===== config.mk =====
export PLATFORM = sky130hd
export DESIGN_NAME = mss_divider
export DESIGN_NICKNAME = d
export VERILOG_FILES = /design/src/rtl/mss_pkg.sv /design/src/rtl/mss_divider.sv
export SDC_FILE = /design/constraint.sdc
export NUM_CORES = 1
export LEC_CHECK = 0
export ABC_AREA = 1
export BUFFER_PORTS_ARGS = -buffer_cell sky130_fd_sc_hd__buf_2
export CAP_MARGIN = 10
export CELL_PAD_IN_SITES_DETAIL_PLACEMENT = 0
export CELL_PAD_IN_SITES_GLOBAL_PLACEMENT = 2
export CORE_MARGIN = 5
export CORE_UTILIZATION = 29
export DETAILED_ROUTE_END_ITERATION = 10
export GPL_ROUTABILITY_DRIVEN = 0
export HOLD_SLACK_MARGIN = 0.06
export PLACE_DENSITY_LB_ADDON = 0.1
export SYNTH_ARGS = -nofsm -noshare
export SYNTH_HDL_FRONTEND = slang
export SYNTH_SLANG_ARGS = --single-unit

===== constraint.sdc =====
create_clock -name i_clk -period 2.34 [get_ports i_clk]
set_input_delay 0.117 -clock i_clk [delete_from_list [all_inputs] [get_ports i_clk]]
set_output_delay 0.117 -clock i_clk [all_outputs]
set_load 0.01 [all_outputs]

===== src/rtl/mss_pkg.sv =====
`timescale 1ns / 1ps
// Shared types and constants for the MIPS subset instruction step block.
// Used by the register file, the divider and the top level.
package mss_pkg;

    localparam int unsigned ADDR_BITS_DEF = 16;

    localparam logic [15:0] ISP_RESET = 16'h9FFE;

    localparam logic [4:0] REG_ZERO = 5'd0;
    localparam logic [4:0] REG_V0   = 5'd2;
    localparam logic [4:0] REG_A1   = 5'd5;
    localparam logic [4:0] REG_A2   = 5'd6;
    localparam logic [4:0] REG_SP   = 5'd29;
    localparam logic [4:0] REG_FP   = 5'd30;
    localparam logic [4:0] REG_RA   = 5'd31;

    // Major opcodes.
    localparam logic [5:0] OP_SPECIAL = 6'h00;
    localparam logic [5:0] OP_J       = 6'h02;
    localparam logic [5:0] OP_JAL     = 6'h03;
    localparam logic [5:0] OP_BEQ     = 6'h04;
    localparam logic [5:0] OP_BNE     = 6'h05;
    localparam logic [5:0] OP_BLEZ    = 6'h06;
    localparam logic [5:0] OP_BGTZ    = 6'h07;
    localparam logic [5:0] OP_ADDI    = 6'h08;
    localparam logic [5:0] OP_ADDIU   = 6'h09;
    localparam logic [5:0] OP_SLTI    = 6'h0A;
    localparam logic [5:0] OP_ANDI    = 6'h0C;
    localparam logic [5:0] OP_ORI     = 6'h0D;
    localparam logic [5:0] OP_XORI    = 6'h0E;

    // Function codes under the special opcode.
    localparam logic [5:0] FN_JR      = 6'h08;
    localparam logic [5:0] FN_SYSCALL = 6'h0C;
    localparam logic [5:0] FN_MULT    = 6'h18;
    localparam logic [5:0] FN_MULTU   = 6'h19;
    localparam logic [5:0] FN_DIV     = 6'h1A;
    localparam logic [5:0] FN_DIVU    = 6'h1B;
    localparam logic [5:0] FN_ADD     = 6'h20;
    localparam logic [5:0] FN_ADDU    = 6'h21;
    localparam logic [5:0] FN_SUB     = 6'h22;
    localparam logic [5:0] FN_SUBU    = 6'h23;
    localparam logic [5:0] FN_AND     = 6'h24;
    localparam logic [5:0] FN_OR      = 6'h25;
    localparam logic [5:0] FN_XOR     = 6'h26;
    localparam logic [5:0] FN_NOR     = 6'h27;

    // Configuration register indexes.
    localparam logic CFG_RESET_PC = 1'b0;
    localparam logic CFG_ISP      = 1'b1;

    typedef struct packed {
        logic        we;
        logic [4:0]  addr;
        logic [31:0] data;
    } t_rf_wr;

    typedef enum logic [4:0] {
        S_IDLE  = 5'b00001,
        S_READ  = 5'b00010,
        S_READ2 = 5'b00100,
        S_EXEC  = 5'b01000,
        S_DIV   = 5'b10000
    } t_state;

endpackage


===== src/rtl/mss_divider.sv =====
`timescale 1ns / 1ps
// Iterative restoring divider, one quotient bit per cycle, signed or not.
// Depends on mss_pkg only for the common import convention.
module mss_divider
    import mss_pkg::*;
(
    input  logic        i_clk,
    input  logic        i_rst_n,
    input  logic        i_start,
    input  logic        i_signed,
    input  logic [31:0] i_dividend,
    input  logic [31:0] i_divisor,
    output logic        o_done,
    output logic [31:0] o_quo,
    output logic [31:0] o_rem
);

    logic        r_busy;
    logic        r_done;
    logic [4:0]  r_cnt;
    logic [31:0] r_rem;
    logic [31:0] r_quo;
    logic [31:0] r_dvs;
    logic        r_neg_q;
    logic        r_neg_r;
    logic [32:0] trial;
    logic [32:0] diff;

    assign trial = {r_rem, r_quo[31]};
    assign diff  = trial - {1'b0, r_dvs};

    always_ff @(posedge i_clk) begin
        if (!i_rst_n) begin
            r_busy <= 1'b0;
            r_done <= 1'b0;
            r_cnt  <= '0;
        end else begin
            r_done <= r_busy && (r_cnt == 5'd31);
            if (i_start) begin
                r_busy <= 1'b1;
                r_cnt  <= '0;
            end else if (r_busy) begin
                r_cnt <= r_cnt + 5'd1;
                if (r_cnt == 5'd31) begin
                    r_busy <= 1'b0;
                end
            end
        end
    end

    always_ff @(posedge i_clk) begin
        if (i_start) begin
            r_rem   <= '0;
            r_quo   <= (i_signed && i_dividend[31]) ? (32'd0 - i_dividend) : i_dividend;
            r_dvs   <= (i_signed && i_divisor[31]) ? (32'd0 - i_divisor) : i_divisor;
            r_neg_q <= i_signed && (i_dividend[31] ^ i_divisor[31]);
            r_neg_r <= i_signed && i_dividend[31];
        end else if (r_busy) begin
            if (!diff[32]) begin
                r_rem <= diff[31:0];
            end else begin
                r_rem <= trial[31:0];
            end
            r_quo <= {r_quo[30:0], ~diff[32]};
        end
    end

    assign o_done = r_done;
    assign o_quo  = r_neg_q ? (32'd0 - r_quo) : r_quo;
    assign o_rem  = r_neg_r ? (32'd0 - r_rem) : r_rem;

endmodule

Word-level counts from Yosys, hierarchy flattened
Index checks and enable logic that the tools add are counted.
{"block": "totals", "elab_cells": 34, "register_bits": 105}
{"block": "classes", "n_eq_ne": 1, "n_addsub": 6, "muxes": 10, "bitwise": 3, "reduce_logical": 6}
{"cell": "2-to-1 mux 32 bit", "count": 7}
{"cell": "subtractor 1 x 32 -> 32 bit (first input constant)", "count": 4}
{"cell": "subtractor 33 x 32 -> 33 bit", "count": 1}
{"cell": "adder 5 x 1 -> 5 bit (second input constant)", "count": 1}
{"cell": "equality test 5 bit (second input constant)", "count": 1}
{"cell": "logical AND 1 bit", "count": 4}
{"cell": "2-to-1 mux 1 bit", "count": 3}
{"cell": "NOT 1 bit", "count": 2}
{"cell": "nonzero test 2 bit", "count": 1}
{"cell": "OR reduction 2 bit", "count": 1}
{"cell": "XOR 1 bit", "count": 1}

Longest topological paths before layout
Gate-level depths: netlist of run 1.
{"block": "logic_depth", "depth_word": 4, "ltp_mapped": 18, "ltp_nobuf": 17}

Worst setup path before layout of run 1
No wires, ideal clock.
{"block": "synth_path", "path_type": "register -> register", "from": "register r_quo[31]", "to": "register r_quo[0] (data pin)", "t_arrival_ns": 1.988, "setup_slack_ns": 0.085, "required_time_ns": 2.073, "stages_incl_launch_ff": 17, "setup_ns": 0.267, "n_path_buf": 1, "period_less_slack_ns": 2.255, "cell_sequence": "edfxtp_1 inv_1 ha_1 fa_1 inv_1 nand2_1 nand2_1 nand3_1 nand2_1 nand2_1 nand2_4 nand2_4 nand2_4 nand2_2 nand2_4 buf_6 o21ai_0"}
{"block": "synth_via", "elab_chain_cells": 4}
{"element": "start, declared", "line": "mss_divider.sv:22", "rtl": "logic [31:0] r_quo;"}
{"element": "start signal, assigned", "line": "mss_divider.sv:54", "rtl": "r_quo <= (i_signed && i_dividend[31]) ? (32'd0 - i_dividend) : i_dividend;"}
{"element": "start signal, assigned", "line": "mss_divider.sv:64", "rtl": "r_quo <= {r_quo[30:0], ~diff[32]};"}
{"element": "subtractor 33 x 32 -> 33 bit", "line": "mss_divider.sv:30", "rtl": "assign diff = trial - {1'b0, r_dvs};"}
{"element": "NOT 1 bit", "line": "mss_divider.sv:64"}
{"element": "2-to-1 mux 32 bit", "line": "mss_divider.sv:58", "rtl": "end else if (r_busy) begin"}
{"element": "2-to-1 mux 32 bit", "line": "mss_divider.sv:52", "rtl": "if (i_start) begin"}
Every way passes these cells. The select of a mux whose other input is x is not followed.
A chain may end at the register's enable or synchronous reset.

Final worst setup path of run 1
{"block": "layout_path", "from": "register r_rem[0]", "to": "output o_rem[15]"}
{"block": "layout_via", "elab_chain_cells": 2}
{"element": "start, declared", "line": "mss_divider.sv:21", "rtl": "logic [31:0] r_rem;"}
{"element": "start signal, assigned", "line": "mss_divider.sv:60", "rtl": "r_rem <= diff[31:0];"}
{"element": "start signal, assigned", "line": "mss_divider.sv:62", "rtl": "r_rem <= trial[31:0];"}
{"element": "subtractor 1 x 32 -> 32 bit", "line": "mss_divider.sv:70", "rtl": "assign o_rem = r_neg_r ? (32'd0 - r_rem) : r_rem;"}
{"element": "2-to-1 mux 32 bit", "line": "mss_divider.sv:70"}
{"element": "end, declared", "line": "mss_divider.sv:15", "rtl": "output logic [31:0] o_rem"}
Every way passes these cells.

==> flow_metrics.env, run 1 <==
export IMPL_hpwl_um=33000
export IMPL_power_per_cell_area_mw_per_mm2=425
export IMPL_num_io_pins=133
export IMPL_netlist_cell_type_count=43
export IMPL_die_x_um=197
export IMPL_relSlewSlack_pct=33.8
export IMPL_min_from="i_divisor[4]"
export IMPL_final_hold_viol_count=0
export IMPL_num_fill_cells=3788
export IMPL_post_route_min_period_ns=2.54
export IMPL_worst_case_clock_buffer_depth=2
export IMPL_cts_max_level=3
export IMPL_skew_ns=0.0101
export IMPL_register_bit_total_from_synthesis=105
export IMPL_clock_sinks=105
export IMPL_initial_core_utilization_pct=29.4
export IMPL_drtAntennaViolNets=0
export IMPL_yosys_area_share_simple_pct=38.1
export IMPL_achievable_frequency_mhz=394
export IMPL_timing_setup_critical_path_class="reg -> out"
export IMPL_critical_path_required_ns=2.22
export IMPL_largest_family_of_logic_cells_by_synthesized_area="simple AND/OR/NAND/NOR gates"
export IMPL_synth_adder_area_share_pct=4.86
export IMPL_worst_ir_drop_vdd_v=0.000346
export IMPL_synth_area_per_cell_um2=6.20
export IMPL_endpoint_kind="output pin"
export IMPL_dr_vias_cell=4.58
export IMPL_first_global_vias=10587
export IMPL_grt_first_pass_wirelength_um=61300
export IMPL_drt_pre_antenna_iters=5
export IMPL_track_usage_pct=20.2
export IMPL_core_region_area_mm2=0.0346
export IMPL_routed_via_count=10864
export IMPL_grt_overflow=0
export IMPL_synth_area_mux_share_pct=0
export IMPL_antenna_cells=0
export IMPL_drc=0
export IMPL_initialDrtViolationCount=644
export IMPL_dieHeight_um=197
export IMPL_die_area_mm2=0.0390
export IMPL_place_area_mm2=0.0121
export IMPL_final_setup_slack_of_the_worst_path_ns=-0.200
export IMPL_post_synth_inst_count=1645
export IMPL_r2r_worst_path_cells=19
export IMPL_post_route_non_filler_standard_cell_count=2373
export IMPL_clk_root_buffer_cell="sky130_fd_sc_hd__clkbuf_16"
export IMPL_r2r_end="r_rem[29]"
export IMPL_worstPathMaxFanout=4
export IMPL_port_buffer_count=132
export IMPL_compound_cell_area_share_of_the_yosys_netlist_pct=6.54
export IMPL_failed_checks="negative setup slack"
export IMPL_synth_warning_count=0
export IMPL_share_of_post_route_cells_with_drive_strength_above_1_pct=27.7
export IMPL_grt_max_degree=34
export IMPL_number_of_enable_type_register_cells_in_the_synthesized_netlist=66
export IMPL_detail_route_wirelength_um=40400
export IMPL_clock_tree_from_tritoncts="yes"
export IMPL_cts_reportedPaths_clkPinSlew_ns=0.08
export IMPL_detailedPlace_worstSlack_ns=-0.309
export IMPL_synth_xor_area_share_pct=9.97
export IMPL_syn_num_nets=1752
export IMPL_final_cell_area_mm2=0.0141
export IMPL_fp_row_count=68
export IMPL_regToRegSetupSlack_ns=-0.06
export IMPL_synth_yosys_seq_area_share_pct=27.1
export IMPL_final_setup_viol_count=54
export IMPL_hold_path_cell_count=2
export IMPL_wire_per_inst_um=17.0
export IMPL_synth_area_mm2=0.0102
export IMPL_worst_endpoint_arrival_ns=2.42
export IMPL_area_growth_from_synthesis_to_layout_pct=38.0
export IMPL_postSynth_asyncResetShare_pct=0
export IMPL_nets=2020
export IMPL_timing_hold_worst_endpoint="r_dvs[4]"
export IMPL_dpl_cell_count=2313
export IMPL_outcome="finished, violations left"
export IMPL_clkLatencyLatePin_ns=0.37
export IMPL_initial_antenna_violation_count=1
export IMPL_rsz0062_at_grt="true"
export IMPL_reg2reg_from="r_rem[0]"
export IMPL_final_max_slew_viol_count=0
export IMPL_synth_main_ff_cell="sky130_fd_sc_hd__edfxtp_1"
export IMPL_min_delay_worst_type="in -> reg"
export IMPL_cp_startpoint_kind="register"
export IMPL_worst_pin_slew_ns=0.983
export IMPL_ratio_of_final_minimum_period_to_clock_period_pct=109
export IMPL_max_cap_violations=0
export IMPL_leakage_nw=7.47
export IMPL_cts_buffers_inserted=9
[state kept, by name, indices dropped and copies added (netlist names)]
name	count
r_neg_q	1
r_dvs	32
r_neg_r	1
r_cnt	5
o_done	1
r_quo	32
r_rem	32
r_busy	1
[worst max-delay path, cell delays in order, from the launching register on]
cell and delay [ns]:
sky130_fd_sc_hd__dfxtp_2 0.34, sky130_fd_sc_hd__inv_4 0.06, sky130_fd_sc_hd__buf_6 0.12, sky130_fd_sc_hd__nand3_4 0.07, sky130_fd_sc_hd__nor3_2 0.20, sky130_fd_sc_hd__buf_4 0.15, sky130_fd_sc_hd__nand4_1 0.16, sky130_fd_sc_hd__nor2_4 0.22
sky130_fd_sc_hd__clkbuf_16 0.19, sky130_fd_sc_hd__a31oi_1 0.08, sky130_fd_sc_hd__xor2_1 0.26, sky130_fd_sc_hd__buf_2 0.18
[final cells by class]
type                            instances  area, um2  area share, %
Multi-Input combinational cell       1194       7230           51.4
Sequential cell                       105       2770           19.7
Timing Repair Buffer                  286       1970           14.0
Inverter                              317       1190           8.49
Tap cell                              455        569           4.05
Clock buffer                            9        225           1.60
Clock inverter                          7        109          0.774
[cell usage after synthesis, drive strengths merged (2+ instances only)]
cell / number / area (um2)
ha: 38 / 475
buf: 12 / 98.8
clkbuf: 20 / 75.1
nor4: 6 / 37.5
dfxtp: 39 / 781
o211ai: 2 / 15.0
a21oi: 32 / 164
and2: 7 / 46.3
nor3: 43 / 236
a31oi: 8 / 50.1
xor2: 93 / 815
edfxtp: 66 / 1980
o21ai: 77 / 385
nand2: 543 / 2110
inv: 316 / 1190
or2: 11 / 68.8
nand4: 26 / 163
nand3: 120 / 613
nor2: 151 / 587
o31ai: 3 / 22.5
xnor2: 23 / 201
[cells in the final DEF (no fill, tap or decap), drive strengths merged]
cell type and count:
nand2 546, inv 320, buf 283, nor2 151, nand3 120, xor2 93, o21ai 77, edfxtp 66
nor3 43, dfxtp 39, ha 38, a21oi 32, nand4 26, xnor2 23, or2 11, clkbuf 10
a31oi 8, and2 7, nor4 6, o31ai 3, o211ai 2, bufinv 2, dlygate4sd3 2, clkinv 2
nand3b 1, a21o 1, nor3b 1, a22oi 1, and3 1, a211oi 1, o21bai 1, fa 1
[power breakdown]
part           leakage, nW  internal (mW)  switching [mW]  total (mW)
registers            0.976           2.13           0.103        2.24
logic                 6.33          0.748            1.22        1.97
clock network        0.164          0.965           0.804        1.77
total                 7.47           3.85            2.13        5.97
[worst max-delay path by stage]
stage / from / end / slack [ns] / cells after the start
global route: r_rem[0] / o_rem[22] / -0.26 / 11
floorplan: r_quo[31] / r_quo[0] / 0.09 / 16
global placement: i_divisor[0] / r_dvs[28] / -0.32 / 10
detailed placement: i_divisor[0] / r_dvs[28] / -0.31 / 10
finish: r_rem[0] / o_rem[15] / -0.20 / 11
CTS: r_rem[1] / o_rem[22] / -0.18 / 11
[cells by family after synthesis]
| logic type | Yosys count |
|---|---|
| simple gates | 910 |
| buf+inv | 349 |
| compound gates | 126 |
| xor+xnor | 116 |
| flops | 105 |
| fa+ha+maj | 39 |
[per-stage QoR]
stage | TNS, ns | hold slack (ns) | power (mW) | util [%]
2_1_floorplan | 0 | 0.216 | 3.16 | -
3_3_place_gp | -0.389 | 0.362 | 3.98 | 35.0
3_5_place_dp | -2.55 | 0.366 | 3.97 | 35.0
4_1_cts | -2.60 | 0.0627 | 5.88 | 38.1
5_1_grt | -9.33 | 0.0818 | 6.28 | 40.6
6_report | -3.18 | 0.0779 | 5.97 | 40.6
[per-layer routing]
metal / global-route usage [%] / vias to the layer above / wire length (um)
met5: 0 / - / 0
met1: 30.0 / 5007 / 20200
li1: - / 5652 / -
met2: 32.5 / 184 / 18600
met4: 3.29 / 0 / 442
met3: 1.88 / 21 / 1170
[repair_timing]
item / CTS / global route
endpoints found under the hold margin: 3 / 0
hold buffers: 2 / 0
gates resized for setup: 107 / 188
gates cloned: 3 / 2
pin swaps: 41 / 89
setup endpoints to repair: 71 / 73
buffers inserted: 26 / 17
Note: power is estimated with default switching activity, not from simulation.
==> run 2, diff against run 1 <==
- PLACE_DENSITY: not set -> 0.79
- PLACE_DENSITY_LB_ADDON: 0.1 -> not set
==> run 2 against run 1 <==
Net effect:
- the flow still finishes with violations (negative setup slack)
- routed wire length down 3.0%
- die area unchanged
- sequential share of layout area up 0.29 points
- worst setup slack better by 0.15 ns
- cell area down 1.1%
==> flow_metrics.env, run 2 (same netlist as run 1, synthesis figures left out) <==
export IMPL_rsz0062_at_grt="true"
export IMPL_num_io_pins=133
export IMPL_cts_max_level=3
export IMPL_fp_row_count=68
export IMPL_ratio_of_final_minimum_period_to_clock_period_pct=102
export IMPL_wire_per_inst_um=16.8
export IMPL_critical_path_top_delay_family="simple AND/OR/NAND/NOR gates"
export IMPL_first_global_vias=10619
export IMPL_track_usage_pct=19.6
export IMPL_post_route_min_period_ns=2.39
export IMPL_cp_cell_sequence="inv_4 -> ha_4 -> nand3_4 -> nor3_4 -> nand4_1 -> nor2_1 -> buf_4 -> nand3_4 -> o21ai_4 -> xor2_2 -> buf_2"
export IMPL_die_x_um=197
export IMPL_post_route_non_filler_standard_cell_count=2333
export IMPL_min_delay_worst_type="in -> reg"
export IMPL_hold_path_cell_count=3
export IMPL_detail_route_wirelength_um=39100
export IMPL_mostFrequentLayoutCells="sky130_fd_sc_hd__nand2_1, sky130_fd_sc_hd__inv_1, sky130_fd_sc_hd__nor2_1, sky130_fd_sc_hd__buf_2, sky130_fd_sc_hd__buf_4"
export IMPL_dieHeight_um=197
export IMPL_worstPathMaxFanout=4
export IMPL_clkLatencyLatePin_ns=0.36
export IMPL_final_hold_viol_count=0
export IMPL_critical_path_required_ns=2.22
export IMPL_core_region_area_mm2=0.0346
export IMPL_die_area_mm2=0.0390
export IMPL_drt_pre_antenna_iters=5
export IMPL_r2r_worst_path_cells=18
export IMPL_cts_reportedPaths_clkPinSlew_ns=0.08
export IMPL_initialDrtViolationCount=536
export IMPL_critical_path_top_cell_by_count="sky130_fd_sc_hd__nand3_4"
export IMPL_routed_via_count=10765
export IMPL_cp_startpoint_kind="register"
export IMPL_clk_root_buffer_cell="sky130_fd_sc_hd__clkbuf_16"
export IMPL_grt_first_pass_wirelength_um=59900
export IMPL_crit_cells=11
export IMPL_grt_overflow=0
export IMPL_drc=0
export IMPL_setup_tns_ns=-0.128
export IMPL_cpPeakStageDelay_ns=0.34
export IMPL_cts_buffers_inserted=9
export IMPL_drtAntennaViolNets=0
export IMPL_grt_max_degree=63
export IMPL_critical_path_buf_inv_count=3
export IMPL_final_common_cell="sky130_fd_sc_hd__nand2_1"
export IMPL_final_setup_viol_count=7
export IMPL_clock_tree_from_tritoncts="yes"
export IMPL_outcome="finished, violations left"
export IMPL_worst_case_clock_buffer_depth=2
export IMPL_port_buffer_count=132
export IMPL_timing_setup_critical_path_class="reg -> out"
export IMPL_failed_checks="negative setup slack"
export IMPL_cp_slowest_cell="sky130_fd_sc_hd__dfxtp_2"
export IMPL_leakage_nw=7.08
export IMPL_area_growth_from_synthesis_to_layout_pct=36.5
export IMPL_initial_antenna_violation_count=1
export IMPL_dr_vias_cell=4.61
export IMPL_worst_endpoint_arrival_ns=2.27
export IMPL_power_per_cell_area_mw_per_mm2=415
export IMPL_share_of_post_route_cells_with_drive_strength_above_1_pct=28.5
export IMPL_skew_ns=0.0122
export IMPL_dpl_cell_count=2275
export IMPL_clock_sinks=105
export IMPL_max_cap_violations=0
export IMPL_reg_largest_list="r_dvs: 32 flops, r_quo: 32 flops, r_rem: 32 flops"
export IMPL_nets=1980
export IMPL_relSlewSlack_pct=30.0
export IMPL_hpwl_um=30600
export IMPL_endpoint_kind="output pin"
export IMPL_final_max_slew_viol_count=0
export IMPL_antenna_cells=0
export IMPL_final_setup_slack_of_the_worst_path_ns=-0.0504
export IMPL_worst_ir_drop_vdd_v=0.000319
export IMPL_achievable_frequency_mhz=418
export IMPL_worst_pin_slew_ns=1.05
export IMPL_initial_core_utilization_pct=29.4
## run 2: cell types whose count changed in the layout (fill, tap and decap cells not counted), moves of 11 or more
cell and change:
sky130_fd_sc_hd__buf_4 -44, sky130_fd_sc_hd__nand2_2 +19, sky130_fd_sc_hd__nand2_1 -18, sky130_fd_sc_hd__inv_1 -12, sky130_fd_sc_hd__inv_2 +12, sky130_fd_sc_hd__ha_1 -11
## run 2: through the flow
stage / worst slack (ns) / utilization, % / hold WS, ns / total power, mW / instance area [um2]
global placement: -0.0552 / 34.2 / 0.358 / 3.87 / 11800
CTS: -0.179 / 37.4 / 0.0601 / 5.72 / 13000
global route: -0.197 / 40.2 / 0.0708 / 6.09 / 13900
floorplan: 0.0851 / - / 0.216 / 3.16 / 10200
finish: -0.0504 / 40.2 / 0.0678 / 5.77 / 13900
detailed placement: -0.0955 / 34.2 / 0.366 / 3.87 / 11800
## run 2: timing repair
item,in CTS,in global routing
hold buffers,2,0
setup endpoints to repair,70,70
gates resized for setup,142,204
buffers inserted,19,16
endpoints found under the hold margin,3,0
cloned,6,1
pin swaps,43,104
## run 2: worst min-delay path: stages
cell	delay, ns
sky130_fd_sc_hd__buf_2	0.10
sky130_fd_sc_hd__nand2_1	0.06
sky130_fd_sc_hd__o21ai_2	0.05
## run 2: final timing paths
path / start / endpoint / slack (ns)
max: r_rem[1] / o_rem[24] / -0.05
min: i_dividend[0] / r_quo[0] / 0.07
max reg2reg: r_dvs[0] / r_rem[16] / -0.02
min reg2reg: r_cnt[4] / r_cnt[4] / 0.47
## run 2: report_power, final
group | internal, mW | switching [mW]
Combinational | 0.678 | 1.13
Clock | 0.948 | 0.778
Sequential | 2.14 | 0.101
## run 2: cell type report
cell class,count,area (um2)
clock buffers,10,229
well taps,455,569
fillers,3769,20700
inverters,317,1190
multi-input cells,1194,7290
clock inverters,6,90.1
flip-flops and latches,105,2780
repair buffers,246,1760
## run 2: routing by layer
metal | part of all wire [%] | track usage, %
met4 | 1.9 | 4.98
met2 | 46 | 31.8
met5 | 0 | 0
met3 | 2.4 | 1.86
met1 | 50 | 28.2
